File: config.mk
export PLATFORM = sky130hd
export DESIGN_NAME = mff_nbr_eval
export DESIGN_NICKNAME = d
export VERILOG_FILES = /design/src/hdl/mff_pkg.sv /design/src/hdl/mff_nbr_eval.sv
export SDC_FILE = /design/constraint.sdc
export NUM_CORES = 1
export LEC_CHECK = 0
export BUFFER_PORTS_ARGS = -buffer_cell sky130_fd_sc_hd__clkbuf_2
export CAP_MARGIN = 20
export CORE_ASPECT_RATIO = 1.4
export CORE_UTILIZATION = 55
export DETAILED_ROUTE_END_ITERATION = 8
export PLACE_DENSITY = 0.95
export SLEW_MARGIN = 30
export SYNTH_ARGS = -nofsm -noshare
export SYNTH_HDL_FRONTEND = slang
export SYNTH_SLANG_ARGS = --single-unit
File: constraint.sdc
create_clock -name vclk -period 11.25
set_clock_uncertainty 0.1 [all_clocks]
set_input_delay 0.5625 -clock vclk [all_inputs]
set_output_delay 0.5625 -clock vclk [all_outputs]
set_load 0.01 [all_outputs]
File: src/hdl/mff_pkg.sv
// Shared types and constants for the maze flood-fill solver.
package mff_pkg;

    localparam int DIST_W = 8;
    localparam logic [DIST_W-1:0] DIST_MAX = 8'd255;

    localparam logic [1:0] DIR_N = 2'd0;
    localparam logic [1:0] DIR_E = 2'd1;
    localparam logic [1:0] DIR_S = 2'd2;
    localparam logic [1:0] DIR_W = 2'd3;

    localparam logic [1:0] CFG_START_COLUMN  = 2'd0;
    localparam logic [1:0] CFG_START_ROW     = 2'd1;
    localparam logic [1:0] CFG_START_HEADING = 2'd2;

    typedef struct packed {
        logic [DIST_W-1:0] distance;
        logic              nwall;
        logic              wwall;
    } cell_word_t;

    typedef struct packed {
        logic top;
        logic bottom;
        logic left;
        logic right;
    } border_t;

    typedef struct packed {
        logic [3:0]        open;
        logic              move_ok;
        logic [1:0]        move_dir;
        logic [DIST_W-1:0] new_dist;
        logic              raise;
    } eval_t;

    typedef enum logic [10:0] {
        S_INIT   = 11'b00000000001,
        S_IDLE   = 11'b00000000010,
        S_GATH   = 11'b00000000100,
        S_WALLW  = 11'b00000001000,
        S_DECIDE = 11'b00000010000,
        S_POP    = 11'b00000100000,
        S_POPW   = 11'b00001000000,
        S_CALC   = 11'b00010000000,
        S_PUSH   = 11'b00100000000,
        S_FRD    = 11'b01000000000,
        S_FIN    = 11'b10000000000
    } state_t;

    typedef enum logic [2:0] {
        PH_WALL  = 3'b001,
        PH_MOVE  = 3'b010,
        PH_FLOOD = 3'b100
    } phase_t;

endpackage

File: src/hdl/mff_nbr_eval.sv
// Neighbour evaluation: open sides, downhill move choice, reflood value.
module mff_nbr_eval (
    input  mff_pkg::cell_word_t [4:0] words,
    input  mff_pkg::border_t          border,
    input  logic [1:0]                heading,
    output mff_pkg::eval_t            result
);

    logic [3:0]                 open;
    logic [3:0]                 cand;
    logic [mff_pkg::DIST_W-1:0] target;
    logic [mff_pkg::DIST_W-1:0] best;

    always_comb
    begin
        open[0] = !border.top    && !words[0].nwall;
        open[1] = !border.right  && !words[2].wwall;
        open[2] = !border.bottom && !words[3].nwall;
        open[3] = !border.left   && !words[0].wwall;
        target  = words[0].distance - 8'd1;
        for (int d = 0; d < 4; d++)
        begin
            cand[d] = open[d] && (words[d + 1].distance == target);
        end

        result.open     = open;
        result.move_ok  = |cand;
        result.move_dir = heading;
        if (!cand[heading])
        begin
            if (cand[0])
                result.move_dir = mff_pkg::DIR_N;
            else if (cand[1])
                result.move_dir = mff_pkg::DIR_E;
            else if (cand[2])
                result.move_dir = mff_pkg::DIR_S;
            else
                result.move_dir = mff_pkg::DIR_W;
        end

        // smallest open neighbour, then +1 saturating
        best = mff_pkg::DIST_MAX;
        for (int d = 0; d < 4; d++)
        begin
            if (open[d] && (words[d + 1].distance < best))
                best = words[d + 1].distance;
        end
        result.new_dist = (best == mff_pkg::DIST_MAX) ? mff_pkg::DIST_MAX : best + 8'd1;
        result.raise    = result.new_dist > words[0].distance;
    end

endmodule

Word level (Yosys, flattened, before mapping) --
Cells that the tools add are included.
Storage, ports and cells: input bits 56, register bits after elaboration 0
Cells by class: multiplexer cells 11, reduce and logical (&&, ||, !) cells 21, magnitude comparators 6, $add $sub $neg 2, eq/ne operators 5
Operators by type and width (count):
- two-way mux 8 bit | 5
- equality test 8 bit | 4
- < comparator 8 bit | 3
- logical AND 1 bit | 12
- adder 8 x 1 -> 8 bit, second input constant | 1
- equality test 8 bit, second input constant | 1
- > comparator 8 bit | 1
- logical NOT 1 bit | 8
- < comparator 8 bit, second input constant | 1
- subtractor 8 x 1 -> 8 bit, second input constant | 1
- two-way mux 2 bit | 3
- OR reduction 4 bit | 1
- < comparator 2 x 3 -> 1 bit, second input constant | 1
- binary-select mux 1 bit (select 2 bit) | 1
- two-way mux 1 bit | 2

Depth between registers and ports, before layout --
word-level depth 16, gate-level depth with buffers 45, mapped depth without buffers 41

Worst setup path before layout --
Ideal clock, no wire load.
path type in2out, start point in border[3] (netlist name), end point out result[0] (netlist name), data arrival time 8.313 ns, path slack 2.275 ns, stages on the path 42, data required time 10.587 ns, cells stage by stage or2_4 buf_2 nor2_1 ha_1 a2111oi_4 o21a_4 o211ai_4 nand2_2 buf_2 buf_2 o21ai_0 inv_1 ha_1 a21o_1 a21o_1 a2111oi_2 o21a_1 a21oi_1 [... 6 more ...] buf_2 nor2_1 a21oi_1 ha_1 and3_1 o211ai_1 o311ai_1 o21a_1 or2_2 ha_1 nor2b_1 o21a_1 o21ai_0 nand2b_1 a21oi_1 nor2_1 a211oi_1 a21oi_1
RTL lines:
- start, declared | line mff_nbr_eval.sv:4 | input mff_pkg::border_t border,
- end, declared | line mff_nbr_eval.sv:6 | output mff_pkg::eval_t result

==> results_dict.tcl <==
set metrics [dict create \
    outcome "completed" \
    cp.arrival_ps 9160 \
    avgSynthCellArea_um2 7.17 \
    critPathKind "primary input to output port" \
    p_per_area_nw_per_um2 69.6 \
    grt_overflow 0 \
    synth_common_cells "ha_1 (28), nor2_1 (24), nand2_1 (23)" \
    antennaDiodeCount 0 \
    crit_path_frequent_cell "ha_1" \
    setup_viol 0 \
    syn_nets 396 \
    cp_slowest_cell "a2111oi_2" \
    cts_resized 0 \
    grt_max_degree 24 \
    io_pins 72 \
    dieArea_um2 4330 \
    n_clock_buffer 0 \
    synth_top_area_share_pct 15.7 \
    slowest_delay_ps 570 \
    crit_path_max_fanout 23 \
    worst_pin_slew_ps 646 \
    final_nets 458 \
    dr_total_vias 2654 \
    synth_warnings 0 \
    dieWidth_um 55.9 \
    rows 27 \
    critical_path.top_delay_family "compound AO/OA/AOI/OAI gates" \
    peakVddDrop_mv 0.0693 \
    fin_ws_ps 1430 \
    fin_crit_ps 9820 \
    totalWireLength_um 6620 \
    yosysMostFrequentCell "ha_1" \
    drive_gt1_share_pct 24.5 \
    path_buf_inv 4 \
    first_pass_iters 4 \
    min_path_type "primary input to output port" \
    yosys.area.top_type "ha_1" \
    drcViolationCount 0 \
    core_um2 3920 \
    maxCapViolations 0 \
    antenna_found_initial 0 \
    max_freq_mhz 102 \
    cts_setup_buffers 0 \
    rsz0062_at_grt "no" \
    finalSetupTns_ps 0 \
    synthesis.area_um2 2240 \
    worstPathRequired_ps 10590 \
    grtUsageTotal_pct 30.0 \
    crit_path_end_kind "output port" \
    synthTopCellsByArea "ha_1 (16%), xnor2_1 (8.2%), xor2_1 (8.2%)" \
    drv_slew 0 \
    die_h_um 77.5 \
    numPortBuffers 66 \
    place_congestion 0.895 \
    ctsHoldBuffers 0 \
    start_util_pct 57.1 \
    seq_cells 0 \
    fin_crit_sh_pct 87.3 \
    ff_latch_area_um2 0 \
    hold_viol_final 0 \
    pre_cts_ws_ps 1520 \
    cp-start-kind "primary input" \
    routed_via_density 6.40 \
    grt_first_pass_wirelength_um 10900 \
    cellLeakagePower_nw 1.25 \
    syn2layout_area_growth_pct 15.9 \
    hpwl_um 5670 \
    drt-initial-drc-count 101 \
    wire_per_inst_um 16.0 \
    syn-instance-count 312 \
    ant_nets 0 \
    yosysSeqAreaShare_pct 0 \
    slew_headroom_pct 56.6 \
    synth_cell_types 66 \
    grt_pass1_vias 2601 \
]
through the flow:
stage                     hold WS [ps]  cell area [µm²]  utilization [%]  power, mW  cells
after floorplan                   1080             2240                -      0.123    312
after global placement            1300             2590             66.2      0.170    415
after detailed placement          1300             2590             66.2      0.178    415
after CTS                         1300             2590             66.2      0.179    415
after global routing              1310             2590             66.2      0.200    415
final                             1300             2590             66.2      0.180    415
cell usage in the layout, fill, tap and decap left out, types with 2 or more instances in the layout:
cell	count
a211o_1	2
a211oi_1	3
a21boi_0	2
a21o_1	4
a21oi_1	22
a31o_2	2
a31oi_1	4
and2_1	2
and2_4	2
and3_1	9
clkbuf_2	66
ha_1	28
inv_1	18
mux2i_1	4
nand2_1	23
nand2b_1	7
nand3_1	13
nand4_1	13
nor2_1	24
nor2b_1	3
nor3_1	9
nor4_1	4
o211a_1	2
o211ai_1	3
o21a_1	5
o21ai_0	12
o21ai_1	4
o21ai_2	2
o21bai_1	2
o221ai_1	2
or2_2	2
xnor2_1	21
xor2_1	21
where the power goes:
group	switching [mW]	total (mW)	internal (mW)
clock network	0	0	0
registers	0	0	0
logic	0.105	0.180	0.0757
routing by layer:
metal / share of wire (%) / vias up / GRT usage, %
met4: 4.0 / 0 / 14.1
li1: - / 1289 / -
met5: 0 / - / 0
met3: 5.0 / 26 / 1.33
met2: 53 / 126 / 60.2
met1: 38 / 1213 / 31.0
cell families (layout without fill, tap and decap cells):
logic type	after synthesis	after routing	share of synthesized area [%]
simple gates	123	123	30.5
mux	5	5	2.29
compound gates	89	89	30.6
xor+xnor	42	42	16.4
fa+ha+maj	28	28	15.7
buf+inv	25	85	4.47
final timing paths:
kind	from	to	slack, ps	depth (start not counted)
worst min-delay path	border[1]	result[15]	1300	3
worst max-delay path	border[3]	result[0]	1430	41
area by class of cell:
type                            instances  area [µm²]
Fill cell                             330        1330
Inverter                               19        71.3
Multi-Input combinational cell        287        2140
Tap cell                               43        53.8
Timing Repair Buffer                   66         330
(Power assumes the default switching activity.)
